`src/rtl/ptfr_pkg.sv`:
```
// Shared types and constants for the page translator with FIFO replacement.
// Holds controller/datapath command and status structs and the state enum.
// No dependencies.
package ptfr_pkg;

    localparam int OFFSET_BITS_DEF = 12;
    localparam int PAGE_COUNT_DEF  = 64;
    localparam int FRAME_COUNT_DEF = 8;

    localparam int ADDR_W     = 20;
    localparam int PHYS_W     = 15;
    localparam int VICTIM_W   = 6;
    localparam int CNT_W      = 32;
    localparam int S_TDATA_W  = 24;
    localparam int M_TDATA_W  = 96;

    typedef enum logic [2:0] {
        ST_CLEAR,
        ST_IDLE,
        ST_READ,
        ST_DECIDE,
        ST_VICTIM,
        ST_FILL,
        ST_RESULT
    } ptfr_state_t;

    typedef struct packed {
        logic accept;
        logic rd_req;
        logic hit_upd;
        logic load_free;
        logic load_evict;
        logic vict_upd;
        logic fill_new;
        logic publish;
        logic clr_step;
    } ptfr_cmd_t;

    typedef struct packed {
        logic clr_last;
        logic bad;
        logic present;
        logic full;
        logic out_free;
    } ptfr_stat_t;

endpackage

```
`src/rtl/ptfr_ctrl.sv`:
```
// Sequencer for the page translator: clear sweep, lookup, load/evict, result.
// Depends on ptfr_pkg for the state enum and the command/status structs.
module ptfr_ctrl (
    input  logic               aclk,
    input  logic               aresetn,
    input  logic               s_tvalid,
    output logic               s_tready,
    input  ptfr_pkg::ptfr_stat_t stat,
    output ptfr_pkg::ptfr_cmd_t  cmd
);

    ptfr_pkg::ptfr_state_t state_reg;
    ptfr_pkg::ptfr_state_t state_next;

    always_ff @(posedge aclk) begin
        if (!aresetn) begin
            state_reg <= ptfr_pkg::ST_CLEAR;
        end else begin
            state_reg <= state_next;
        end
    end

    always_comb begin
        state_next = state_reg;
        unique case (state_reg)
            ptfr_pkg::ST_CLEAR: begin
                if (stat.clr_last) state_next = ptfr_pkg::ST_IDLE;
            end
            ptfr_pkg::ST_IDLE: begin
                if (s_tvalid) state_next = ptfr_pkg::ST_READ;
            end
            ptfr_pkg::ST_READ: begin
                state_next = ptfr_pkg::ST_DECIDE;
            end
            ptfr_pkg::ST_DECIDE: begin
                if (stat.bad || stat.present || !stat.full) begin
                    state_next = ptfr_pkg::ST_RESULT;
                end else begin
                    state_next = ptfr_pkg::ST_VICTIM;
                end
            end
            ptfr_pkg::ST_VICTIM: begin
                state_next = ptfr_pkg::ST_FILL;
            end
            ptfr_pkg::ST_FILL: begin
                state_next = ptfr_pkg::ST_RESULT;
            end
            ptfr_pkg::ST_RESULT: begin
                if (stat.out_free) state_next = ptfr_pkg::ST_IDLE;
            end
            default: begin
                state_next = ptfr_pkg::ST_CLEAR;
            end
        endcase
    end

    always_comb begin
        cmd      = '0;
        s_tready = 1'b0;
        unique case (state_reg)
            ptfr_pkg::ST_CLEAR: begin
                cmd.clr_step = 1'b1;
            end
            ptfr_pkg::ST_IDLE: begin
                s_tready   = 1'b1;
                cmd.accept = s_tvalid;
            end
            ptfr_pkg::ST_READ: begin
                cmd.rd_req = 1'b1;
            end
            ptfr_pkg::ST_DECIDE: begin
                if (!stat.bad) begin
                    if (stat.present) begin
                        cmd.hit_upd = 1'b1;
                    end else if (!stat.full) begin
                        cmd.load_free = 1'b1;
                    end else begin
                        cmd.load_evict = 1'b1;
                    end
                end
            end
            ptfr_pkg::ST_VICTIM: begin
                cmd.vict_upd = 1'b1;
            end
            ptfr_pkg::ST_FILL: begin
                cmd.fill_new = 1'b1;
            end
            ptfr_pkg::ST_RESULT: begin
                cmd.publish = stat.out_free;
            end
            default: begin
                cmd = '0;
            end
        endcase
    end

endmodule

```
`src/rtl/ptfr_datapath.sv`:
```
// Datapath of the page translator: page table memory, frame owner memory,
// fill count, replace pointer, counters and the result register.
// Depends on ptfr_pkg for widths and the command/status structs.
module ptfr_datapath #(
    parameter int OFFSET_BITS = ptfr_pkg::OFFSET_BITS_DEF,
    parameter int PAGE_COUNT  = ptfr_pkg::PAGE_COUNT_DEF,
    parameter int FRAME_COUNT = ptfr_pkg::FRAME_COUNT_DEF
) (
    input  logic                          aclk,
    input  logic                          aresetn,
    input  logic [ptfr_pkg::ADDR_W-1:0]   s_address,
    input  logic                          s_write,
    input  ptfr_pkg::ptfr_cmd_t           cmd,
    output ptfr_pkg::ptfr_stat_t          stat,
    input  logic                          m_tready,
    output logic                          m_tvalid,
    output logic [ptfr_pkg::M_TDATA_W-1:0] m_tdata
);

    localparam int PAGE_W      = (PAGE_COUNT > 1) ? $clog2(PAGE_COUNT) : 1;
    localparam int FRAME_W     = (FRAME_COUNT > 1) ? $clog2(FRAME_COUNT) : 1;
    localparam int FILL_W      = FRAME_W + 1;
    localparam int PFULL_W     = ptfr_pkg::ADDR_W - OFFSET_BITS;
    localparam int PCMP_W      = (PFULL_W > PAGE_W + 1) ? PFULL_W : PAGE_W + 1;
    localparam int ENT_W       = FRAME_W + 2;
    localparam int ENT_PRES    = FRAME_W + 1;
    localparam int ENT_DIRTY   = FRAME_W;
    localparam int PHYS_FULL_W = FRAME_W + OFFSET_BITS;
    localparam int PX_W        = (PHYS_FULL_W > ptfr_pkg::PHYS_W) ?
                                 PHYS_FULL_W : ptfr_pkg::PHYS_W;
    localparam int VX_W        = (PAGE_W > ptfr_pkg::VICTIM_W) ?
                                 PAGE_W : ptfr_pkg::VICTIM_W;
    localparam int DATA_BITS   = ptfr_pkg::PHYS_W + 4 + ptfr_pkg::VICTIM_W
                                 + 2 * ptfr_pkg::CNT_W;

    // Request latch
    logic [ptfr_pkg::ADDR_W-1:0] addr_reg;
    logic                        write_reg;

    // Page table: {present, dirty, frame}
    logic [ENT_W-1:0]  pt_mem [PAGE_COUNT];
    logic [ENT_W-1:0]  pt_rdata_reg;
    logic              pt_we;
    logic [PAGE_W-1:0] pt_waddr;
    logic [ENT_W-1:0]  pt_wdata;
    logic              pt_re;
    logic [PAGE_W-1:0] pt_raddr;

    // Frame owner table
    logic [PAGE_W-1:0]  own_mem [FRAME_COUNT];
    logic [PAGE_W-1:0]  own_rdata_reg;
    logic               own_we;
    logic [FRAME_W-1:0] own_waddr;

    logic [FILL_W-1:0]  fill_reg;
    logic [FRAME_W-1:0] rp_reg;
    logic [PAGE_W-1:0]  clr_idx_reg;

    logic [FRAME_W-1:0] frame_reg;
    logic               fault_reg;
    logic               evict_reg;
    logic [PAGE_W-1:0]  victim_reg;
    logic               wb_reg;

    // Result register
    logic                          m_tvalid_reg;
    logic [ptfr_pkg::PHYS_W-1:0]   phys_out_reg;
    logic                          bad_out_reg;
    logic                          fault_out_reg;
    logic                          evict_out_reg;
    logic [ptfr_pkg::VICTIM_W-1:0] victim_out_reg;
    logic                          wb_out_reg;
    logic [ptfr_pkg::CNT_W-1:0]    acc_cnt_reg;
    logic [ptfr_pkg::CNT_W-1:0]    flt_cnt_reg;

    logic [PCMP_W-1:0]      page_ext;
    logic                   bad;
    logic [PAGE_W-1:0]      page_idx;
    logic [FRAME_W-1:0]     fill_frame;
    logic [FRAME_W-1:0]     rp_adv;
    logic [PHYS_FULL_W-1:0] phys_full;
    logic [PX_W-1:0]        phys_ext;
    logic [VX_W-1:0]        victim_ext;

    assign page_ext   = PCMP_W'(addr_reg[ptfr_pkg::ADDR_W-1:OFFSET_BITS]);
    assign bad        = page_ext >= PCMP_W'(PAGE_COUNT);
    assign page_idx   = page_ext[PAGE_W-1:0];
    assign fill_frame = fill_reg[FRAME_W-1:0];
    assign rp_adv     = (rp_reg == FRAME_W'(FRAME_COUNT - 1)) ? '0 : rp_reg + 1'b1;
    assign phys_full  = {frame_reg, addr_reg[OFFSET_BITS-1:0]};
    assign phys_ext   = PX_W'(phys_full);
    assign victim_ext = VX_W'(victim_reg);

    assign stat.clr_last = clr_idx_reg == PAGE_W'(PAGE_COUNT - 1);
    assign stat.bad      = bad;
    assign stat.present  = pt_rdata_reg[ENT_PRES];
    assign stat.full     = fill_reg == FILL_W'(FRAME_COUNT);
    assign stat.out_free = !m_tvalid_reg || m_tready;

    // Page table write port
    always_comb begin
        pt_we    = 1'b0;
        pt_waddr = page_idx;
        pt_wdata = {1'b1, write_reg, frame_reg};
        if (cmd.clr_step) begin
            pt_we    = 1'b1;
            pt_waddr = clr_idx_reg;
            pt_wdata = '0;
        end else if (cmd.hit_upd) begin
            pt_we    = 1'b1;
            pt_wdata = {1'b1, pt_rdata_reg[ENT_DIRTY] | write_reg,
                        pt_rdata_reg[FRAME_W-1:0]};
        end else if (cmd.load_free) begin
            pt_we    = 1'b1;
            pt_wdata = {1'b1, write_reg, fill_frame};
        end else if (cmd.vict_upd) begin
            // Drop residency, keep the dirty bit and frame as they were.
            pt_we    = 1'b1;
            pt_waddr = victim_reg;
            pt_wdata = {1'b0, pt_rdata_reg[ENT_DIRTY:0]};
        end else if (cmd.fill_new) begin
            pt_we    = 1'b1;
        end
    end

    assign pt_re    = cmd.rd_req || cmd.load_evict;
    assign pt_raddr = cmd.load_evict ? own_rdata_reg : page_idx;

    always_ff @(posedge aclk) begin
        if (pt_we) begin
            pt_mem[pt_waddr] <= pt_wdata;
        end
        if (pt_re) begin
            pt_rdata_reg <= pt_mem[pt_raddr];
        end
    end

    assign own_we    = cmd.load_free || cmd.load_evict;
    assign own_waddr = cmd.load_free ? fill_frame : rp_reg;

    always_ff @(posedge aclk) begin
        if (own_we) begin
            own_mem[own_waddr] <= page_idx;
        end
        if (cmd.rd_req) begin
            own_rdata_reg <= own_mem[rp_reg];
        end
    end

    // Control state
    always_ff @(posedge aclk) begin
        if (!aresetn) begin
            fill_reg     <= '0;
            rp_reg       <= '0;
            clr_idx_reg  <= '0;
            m_tvalid_reg <= 1'b0;
            acc_cnt_reg  <= '0;
            flt_cnt_reg  <= '0;
        end else begin
            if (cmd.clr_step) begin
                clr_idx_reg <= clr_idx_reg + 1'b1;
            end
            if (cmd.load_free) begin
                fill_reg <= fill_reg + 1'b1;
            end
            if (cmd.load_evict) begin
                rp_reg <= rp_adv;
            end
            if (cmd.publish) begin
                m_tvalid_reg <= 1'b1;
                acc_cnt_reg  <= acc_cnt_reg + 1'b1;
                flt_cnt_reg  <= flt_cnt_reg + ptfr_pkg::CNT_W'(fault_reg);
            end else if (m_tready) begin
                m_tvalid_reg <= 1'b0;
            end
        end
    end

    // Per-item payload
    always_ff @(posedge aclk) begin
        if (cmd.accept) begin
            addr_reg  <= s_address;
            write_reg <= s_write;
            fault_reg <= 1'b0;
            evict_reg <= 1'b0;
            wb_reg    <= 1'b0;
            frame_reg <= '0;
        end
        if (cmd.hit_upd) begin
            frame_reg <= pt_rdata_reg[FRAME_W-1:0];
        end
        if (cmd.load_free) begin
            frame_reg <= fill_frame;
            fault_reg <= 1'b1;
        end
        if (cmd.load_evict) begin
            frame_reg  <= rp_reg;
            fault_reg  <= 1'b1;
            evict_reg  <= 1'b1;
            victim_reg <= own_rdata_reg;
        end
        if (cmd.vict_upd) begin
            wb_reg <= pt_rdata_reg[ENT_DIRTY];
        end
        if (cmd.publish) begin
            phys_out_reg   <= bad ? '0 : phys_ext[ptfr_pkg::PHYS_W-1:0];
            bad_out_reg    <= bad;
            fault_out_reg  <= fault_reg;
            evict_out_reg  <= evict_reg;
            victim_out_reg <= evict_reg ? victim_ext[ptfr_pkg::VICTIM_W-1:0] : '0;
            wb_out_reg     <= wb_reg;
        end
    end

    assign m_tvalid = m_tvalid_reg;
    assign m_tdata  = {{(ptfr_pkg::M_TDATA_W - DATA_BITS){1'b0}},
                       flt_cnt_reg, acc_cnt_reg, wb_out_reg, victim_out_reg,
                       evict_out_reg, fault_out_reg, bad_out_reg, phys_out_reg};

endmodule

```
`src/rtl/page_translate_fifo_replace.sv`:
```
// Top level of the demand-paging address translator with FIFO replacement.
// Instantiates ptfr_ctrl and ptfr_datapath; depends on ptfr_pkg.
//
// Translates one logical byte address per transfer into a physical address.
// After reset the block sweeps the page table, one entry per cycle, before
// it raises s_tready. A transfer then passes through the read and decide
// steps to the result step on a hit, a bad page or a fault into a free
// frame, and through the victim and fill steps as well when a resident page
// must be evicted; a new transfer is accepted only once the block is back
// in its idle step. The page table memory, with one write port and a
// registered read, sets these extra steps, since an eviction needs a second
// read of the victim's entry and two separate writes. A result that the
// receiver has not yet taken holds the block in its result step. A finished
// result sits in the output register while the next transfer is accepted.
// Free frames are taken in index order; once all are in use a round-robin
// pointer picks the victim, which is first-in-first-out order because
// frames are never released.
module page_translate_fifo_replace #(
    parameter int OFFSET_BITS = ptfr_pkg::OFFSET_BITS_DEF,
    parameter int PAGE_COUNT  = ptfr_pkg::PAGE_COUNT_DEF,
    parameter int FRAME_COUNT = ptfr_pkg::FRAME_COUNT_DEF
) (
    input  logic                           aclk,
    input  logic                           aresetn,
    // Request channel
    input  logic                           s_tvalid,
    output logic                           s_tready,
    // [19:0] logical_address, [23:20] zero
    input  logic [ptfr_pkg::S_TDATA_W-1:0] s_tdata,
    // [0] command (1 = write)
    input  logic                           s_tuser,
    // Result channel
    output logic                           m_tvalid,
    input  logic                           m_tready,
    // [14:0] physical_address, [15] bad_page, [16] page_fault, [17] evicted,
    // [23:18] evicted page number, [24] write_back, [56:25] access_total,
    // [88:57] fault_total, [95:89] zero
    output logic [ptfr_pkg::M_TDATA_W-1:0] m_tdata
);

    ptfr_pkg::ptfr_cmd_t  cmd;
    ptfr_pkg::ptfr_stat_t stat;

    // Sequence each transfer through lookup, load or evict, and result.
    ptfr_ctrl u_ctrl (
        .aclk     (aclk),
        .aresetn  (aresetn),
        .s_tvalid (s_tvalid),
        .s_tready (s_tready),
        .stat     (stat),
        .cmd      (cmd)
    );

    // Hold the tables, pointers and counters; drive the result register.
    ptfr_datapath #(
        .OFFSET_BITS (OFFSET_BITS),
        .PAGE_COUNT  (PAGE_COUNT),
        .FRAME_COUNT (FRAME_COUNT)
    ) u_datapath (
        .aclk      (aclk),
        .aresetn   (aresetn),
        .s_address (s_tdata[ptfr_pkg::ADDR_W-1:0]),
        .s_write   (s_tuser),
        .cmd       (cmd),
        .stat      (stat),
        .m_tready  (m_tready),
        .m_tvalid  (m_tvalid),
        .m_tdata   (m_tdata)
    );

endmodule
```
`config.mk`:
```
export PLATFORM = sky130hd
export DESIGN_NAME = page_translate_fifo_replace
export DESIGN_NICKNAME = d
export VERILOG_FILES = /design/src/rtl/ptfr_pkg.sv /design/src/rtl/ptfr_ctrl.sv /design/src/rtl/ptfr_datapath.sv /design/src/rtl/page_translate_fifo_replace.sv
export SDC_FILE = /design/constraint.sdc
export NUM_CORES = 1
export LEC_CHECK = 0
export BUFFER_PORTS_ARGS = -buffer_cell sky130_fd_sc_hd__buf_2
export CAP_MARGIN = 20
export CORE_ASPECT_RATIO = 1.5
export CORE_UTILIZATION = 30
export DETAILED_ROUTE_END_ITERATION = 8
export PLACE_DENSITY = 0.45
export REMOVE_ABC_BUFFERS = 1
export SYNTH_ARGS = -nofsm -noshare
export SYNTH_HDL_FRONTEND = slang
export SYNTH_HIERARCHICAL = 1
export SYNTH_SLANG_ARGS = --single-unit
export TNS_END_PERCENT = 100
```
`constraint.sdc`:
```
create_clock -name aclk -period 7 [get_ports aclk]
set_clock_uncertainty 0.05 [all_clocks]
set_input_delay 0.7 -clock aclk [delete_from_list [all_inputs] [get_ports aclk]]
set_output_delay 0.7 -clock aclk [all_outputs]
set_load 0.02 [all_outputs]
```
==> metrics.csv, run 1 <==
metric;value;unit
ir_drop;0.171;mV
clk_latency;0.63;ns
syn-cell-area;23600;sq um
outcome;finished, final reports clean;
p_per_area;232;nW/um^2
rsz0062_at_grt;false;
fillCellCount;7597;
routed_via_density;5.07;
drc;0;
seq_area_frac_synth;62.3;%
synth-edff-count;435;
maxSlewHeadroom;30.1;%
postSynthCellCount;1972;
worst_pin_slew;1.04;ns
critical_path.max_fanout;26;
yosys-top-cells-area;edfxtp_1 55%, dfxtp_1 7.0%, nand2b_1 6.0%, a22oi_1 4.4%, and2_1 2.4%;
top_register;u_datapath/pt_mem;
syn_avg_cell_area;12.0;sq um
hold_path.class;in -> reg;
cts_tree;built;
synthDistinctLibCells;69;
track_usage;16.9;%
pwr-share-seq;52.9;%
tns;0;ns
largest_reg_flops;320;
cts_made_buffers;54;
antenna_found_initial;0;
core-area;77700;sq um
yosysTopAreaCell;edfxtp_1;
clkSinkCount;518;
cap_violations;0;
vias;15802;
fin_crit;4.57;ns
cts_root_buf;clkbuf_16;
internal_power;4.97;mW
cts.clk_slew.worst_paths;0.06;ns
ctsResizeCount;0;
seqCellArea;14700;sq um
clkPwrFrac;46.1;%
postRouteWirelength;67700;microns
synth_top_cell_area_share;55.3;%
pwr-share-comb;1.0;%
synth_seq_cells;518;
ios;127;
ant_nets;0;
cp.required;7.40;ns
layoutNonFillerInstCount;3115;
p_sw;1.30;mW
switching_share;20.7;%
hpwl;42800;microns
fp-row-count;125;
die_h;346;microns
synth-main-ff-cell;edfxtp_1;
yosysWarnings;6;
die_area;79900;sq um
first_global_vias;16173;
final-setup-viol-count;0;
end_kind;flop;
grt_pass1_wl;102000;microns
largestRegisters;u_datapath/pt_mem: 320 flops, u_datapath/own_mem: 48 flops;
htreeDepth;2;
grt_max_degree;83;
start_util;30.4;%
drive_gt1_share;14.2;%
yosys-top-cells-count;435 x edfxtp_1, 227 x nand2b_1, 141 x nand2_1;
final_hold_viol_count;0;
startpoint_type;flop;
slew_viol_final;0;
drt_pass1_iterations;5;
synth.most_common_cell;edfxtp_1;
area_growth;14.1;%
finalPower;6.26;mW
multi_input_area;8280;sq um
max_freq;0.219;GHz
p_leak;9.01;nW
postCtsSetupRepairBufs;0;
place.port_buffers;115;
place_inst;3013;
async_flop_share;0;%
gp_routability_congestion;0.780;
cts_max_path_buffers;3;
worstSetupPathType;reg -> reg;
diodes;0;
overflow;0;
final_nets;2091;
period_share;65.3;%
wl_per_cell;21.7;microns
drt_iter0_markers;938;
hold_buffers;0;
dieWidth;231;microns
crit_arrival;4.97;ns
-- layout make-up --
class | count | share of cell area, %
Clock inverter | 37 | 1.19
Inverter | 20 | 0.278
Clock buffer | 64 | 5.30
Tap cell | 1016 | 4.71
Multi-Input combinational cell | 1310 | 30.7
Sequential cell | 518 | 54.6
Timing Repair Buffer | 150 | 3.23
-- metrics by stage --
step           setup WS [ns]  utilization (%)  hold WS, ns  area (sq um)
3_3_place_gp            2.46             32.4        0.359         25200
2_1_floorplan          0.298                -        0.350         23000
3_5_place_dp            2.42             32.4        0.363         25200
6_report                2.43             34.7        0.219         27000
4_1_cts                 2.41             34.7        0.171         26900
5_1_grt                 2.22             34.7        0.184         27000
-- final timing paths --
kind / slack (ns) / end / from / cells after the start
worst max-delay path: 2.43 / u_datapath/pt_rdata_reg[0] / u_datapath/fill_reg[1] / 12
worst min-delay path: 0.22 / u_datapath/addr_reg[7] / s_tdata[7] / 1
worst max register to register: 2.43 / u_datapath/pt_rdata_reg[0] / u_datapath/fill_reg[1] / 12
worst min register to register: 0.38 / u_datapath/wb_out_reg / u_datapath/wb_reg / 0
-- worst max-delay path, cell delays in order (launching register included) --
cell and delay [ns]:
dfxtp_1 0.39, inv_1 0.12, ha_1 0.15, and3b_1 0.23, nand4bb_1 0.19, nor2_4 0.58, mux2_2 0.73, buf_4 0.47
a21oi_1 0.07, o21ai_0 0.56, nand4_1 0.24, a211o_1 0.39, a211oi_2 0.22
-- cells in the final DEF (no fill, tap or decap), types with 39 or more instances in the layout --
cell type    n
a21oi_1     88
a22oi_1    139
and2_1      89
buf_2      115
clkbuf_16   55
dfxtp_1     83
edfxtp_1   435
nand2_1    141
nand2b_1   227
nor2_1     123
nor3_1      39
o21ai_0     56
o22ai_1     73
xnor2_1     52
-- power groups by stage --
stage | clock network (mW) | registers, mW | logic [mW]
global route | 3.09 | 3.31 | 0.0644
finish | 2.89 | 3.31 | 0.0600
detailed placement | 0 | 3.38 | 0.0603
floorplan | 0 | 3.38 | 0.0278
CTS | 2.99 | 3.31 | 0.0607
global placement | 0 | 3.38 | 0.0593
-- cells by family after synthesis --
family | after synthesis | synth area share, %
compound gates | 437 | 12.5
simple gates | 760 | 17.2
other cells | 1 | 0.0159
flops | 518 | 62.3
mux | 34 | 2.16
fa+ha+maj | 8 | 0.424
xor+xnor | 64 | 2.37
buf+inv | 150 | 3.02
-- per-layer routing --
layer / track usage (%) / wire (microns)
met1: 19.1 / 26600
met2: 31.6 / 36000
met3: 2.61 / 2900
met4: 5.89 / 2200
met5: 0 / 0
Note: power is estimated with default switching activity, not from simulation.
==> inputs of run 2 (changes only) <==
--- a/config.mk
+++ b/config.mk
@@ -10,7 +10,7 @@
 export CORE_ASPECT_RATIO = 1.5
 export CORE_UTILIZATION = 30
 export DETAILED_ROUTE_END_ITERATION = 8
-export PLACE_DENSITY = 0.45
+export PLACE_DENSITY = 0.47
 export REMOVE_ABC_BUFFERS = 1
 export SYNTH_ARGS = -nofsm -noshare
 export SYNTH_HDL_FRONTEND = slang
==> constraint.sdc (replaced) <==
create_clock -name aclk -period 3.7 [get_ports aclk]
set_clock_uncertainty 0.05 [all_clocks]
set_input_delay 0.37 -clock aclk [delete_from_list [all_inputs] [get_ports aclk]]
set_output_delay 0.37 -clock aclk [all_outputs]
set_load 0.02 [all_outputs]
==> run 2 against run 1 <==
  * Power grew 91%
  * Critical path depth is the same
  * First-iteration DRC count grew 12%
  * Fmax grew 29%
  * Routed wire length grew 1.7%
  * Core utilization grew 1.0 points
  * Global-route usage grew 0.22 points
  * Cell area grew 2.9%
  * Flip-flop and latch count is the same
  * Critical path type unchanged
  * Critical endpoint is now u_datapath/pt_rdata_reg[2]
  * Highest routed layer unchanged
==> metrics.csv, run 2 (synthesis gave the netlist of run 1 again) <==
metric;value;unit;change
fin_crit;3.55;ns;-1.02 ns
cts_tree;built;;
drt_iter0_markers;1054;;+12%
top_register;u_datapath/pt_mem;;
core-area;77700;sq um;unchanged
cts.clk_slew.worst_paths;0.06;ns;about the same
final_cell_mix;435 x edfxtp_1, 227 x nand2b_1, 141 x nand2_1;;
cp.required;3.98;ns;-3.42 ns
fp-row-count;125;;unchanged
maxSlewHeadroom;30.6;%;+0.46 points
grt_max_degree;65;;-22%
seqCellArea;14700;sq um;unchanged
drc;0;;unchanged
vias;16128;;+2.1%
worstSetupPathType;reg -> reg;;
worst_pin_slew;1.03;ns;-0.00842 ns
largestRegisters;u_datapath/pt_mem: 320 flops, u_datapath/own_mem: 48 flops;;
startpoint_type;flop;;
tns;0;ns;unchanged
clk_latency;0.63;ns;about the same
p_per_area;430;nW/um^2;+85%
crit_arrival;3.83;ns;-1.14 ns
outcome;finished, final reports clean;;
cts_made_buffers;53;;-1.9%
diodes;0;;unchanged
cap_violations;0;;unchanged
end_kind;flop;;
grt_pass1_wl;104000;microns;+1.7%
postCtsSetupRepairBufs;0;;unchanged
period_share;95.9;%;+31 points
rsz0062_at_grt;false;;
crit_slowest_cell;nor4_1;;
path_cells;inv_1, ha_1, and3b_1, nand4bb_1, nor2_4, buf_12, and2_4, a22oi_1, o22ai_1, nor3_1, nor4_1, a211oi_2;;
p_leak;9.42;nW;+4.5%
critical_path.max_fanout;27;;+3.8%
ir_drop;0.295;mV;+72%
clkSinkCount;518;;unchanged
track_usage;17.1;%;+0.22 points
final-setup-viol-count;0;;unchanged
fin_area;27700;sq um;+2.9%
wl_per_cell;21.6;microns;-0.53%
area_growth;17.4;%;
htreeDepth;2;;unchanged
overflow;0;;unchanged
die_h;346;microns;unchanged
routed_via_density;5.06;;-0.21%
fillCellCount;7471;;-1.7%
max_freq;0.282;GHz;+29%
drt_pass1_iterations;5;;unchanged
final_hold_viol_count;0;;unchanged
worstPathBufferInverterCount;2;;unchanged
start_util;30.4;%;unchanged
final_common_cell;edfxtp_1;;
postRouteWirelength;68800;microns;+1.7%
first_global_vias;16545;;+2.3%
multi_input_area;8290;sq um;+0.12%
hold_path.class;in -> reg;;
setup_slack;0.153;ns;-2.28 ns
max_stage_delay;0.89;ns;+0.16 ns
ant_nets;0;;unchanged
die_area;79900;sq um;unchanged
critPathTopFamily;simple AND/OR/NAND/NOR gates;;
cts_max_path_buffers;3;;unchanged
place.port_buffers;115;;unchanged
hpwl;45000;microns;+5.1%
gp_routability_congestion;0.786;;+0.74%
antenna_found_initial;0;;unchanged
dieWidth;231;microns;unchanged
ios;127;;unchanged
cts_root_buf;clkbuf_16;;
final_nets;2165;;+3.5%
placed_area;25800;sq um;+2.3%
slew_viol_final;0;;unchanged
largest_reg_flops;320;;unchanged
drive_gt1_share;16.0;%;+1.7 points
hold_ws;0.0821;ns;-0.137 ns
dp_slack;0.114;ns;-2.30 ns
run 2: cell types whose count changed in the layout (fill, tap and decap cells not counted), moves of 4 or more:
| cell | change |
|---|---|
| buf_4 | +42 |
| dlygate4sd3_1 | +21 |
| buf_12 | +13 |
| clkinv_2 | -5 |
| clkbuf_1 | +4 |
| clkinvlp_4 | -4 |
run 2: routing by layer:
metal  up-vias  share of wire [%]  GRT usage (%)  wire length, microns
li1       7600                  -              -                     -
met1      8039                 39           19.3                 27100
met2       392                 54           32.4                 36900
met3        97                4.2           2.42                  2920
met4         0                2.8           5.50                  1940
met5         -                  0              0                     0
run 2: timing repair:
item | in CTS | in global routing
setup endpoints to repair | 0 | 5
hold buffers | 21 | 0
hold endpoints to repair | 21 | 0
resized for setup | 0 | 2
run 2: worst paths after layout:
check | startpoint | endpoint | slack [ns] | cells past startpoint
setup / recovery | u_datapath/fill_reg[1] | u_datapath/pt_rdata_reg[2] | 0.15 | 12
hold / removal | s_tvalid | u_ctrl/state_reg[0] | 0.08 | 4
setup reg to reg | u_datapath/fill_reg[1] | u_datapath/pt_rdata_reg[2] | 0.15 | 12
hold reg to reg | u_datapath/wb_reg | u_datapath/wb_out_reg | 0.37 | 0
run 2: worst reg2reg max path, stage by stage, from the launching register on:
cell and delay (ns):
dfxtp_1 0.31, inv_1 0.09, ha_1 0.15, and3b_1 0.24, nand4bb_1 0.21, nor2_4 0.15, buf_12 0.19, and2_4 0.46
a22oi_1 0.18, o22ai_1 0.22, nor3_1 0.08, nor4_1 0.89, a211oi_2 0.05
run 2: where the power goes:
| group | internal [mW] | switching, mW |
|---|---|---|
| logic | 0.0535 | 0.0917 |
| clock network | 3.19 | 2.34 |
| registers | 6.26 | 0.0114 |
run 2: metrics by stage:
stage	utilization, %	cells	power (mW)
floorplan	-	1848	6.45
global placement	33.1	3067	6.52
detailed placement	33.1	3068	6.52
CTS	35.7	3186	12.1
global route	35.7	3186	12.3
finish	35.7	3186	11.9
run 2: cell type report:
class / count / share of cell area (%)
repair buffers: 225 / 5.87
flip-flops and latches: 518 / 53.1
clock buffers: 66 / 5.07
clock inverters: 31 / 1.28
inverters: 20 / 0.271
well taps: 1016 / 4.58
multi-input cells: 1310 / 29.9
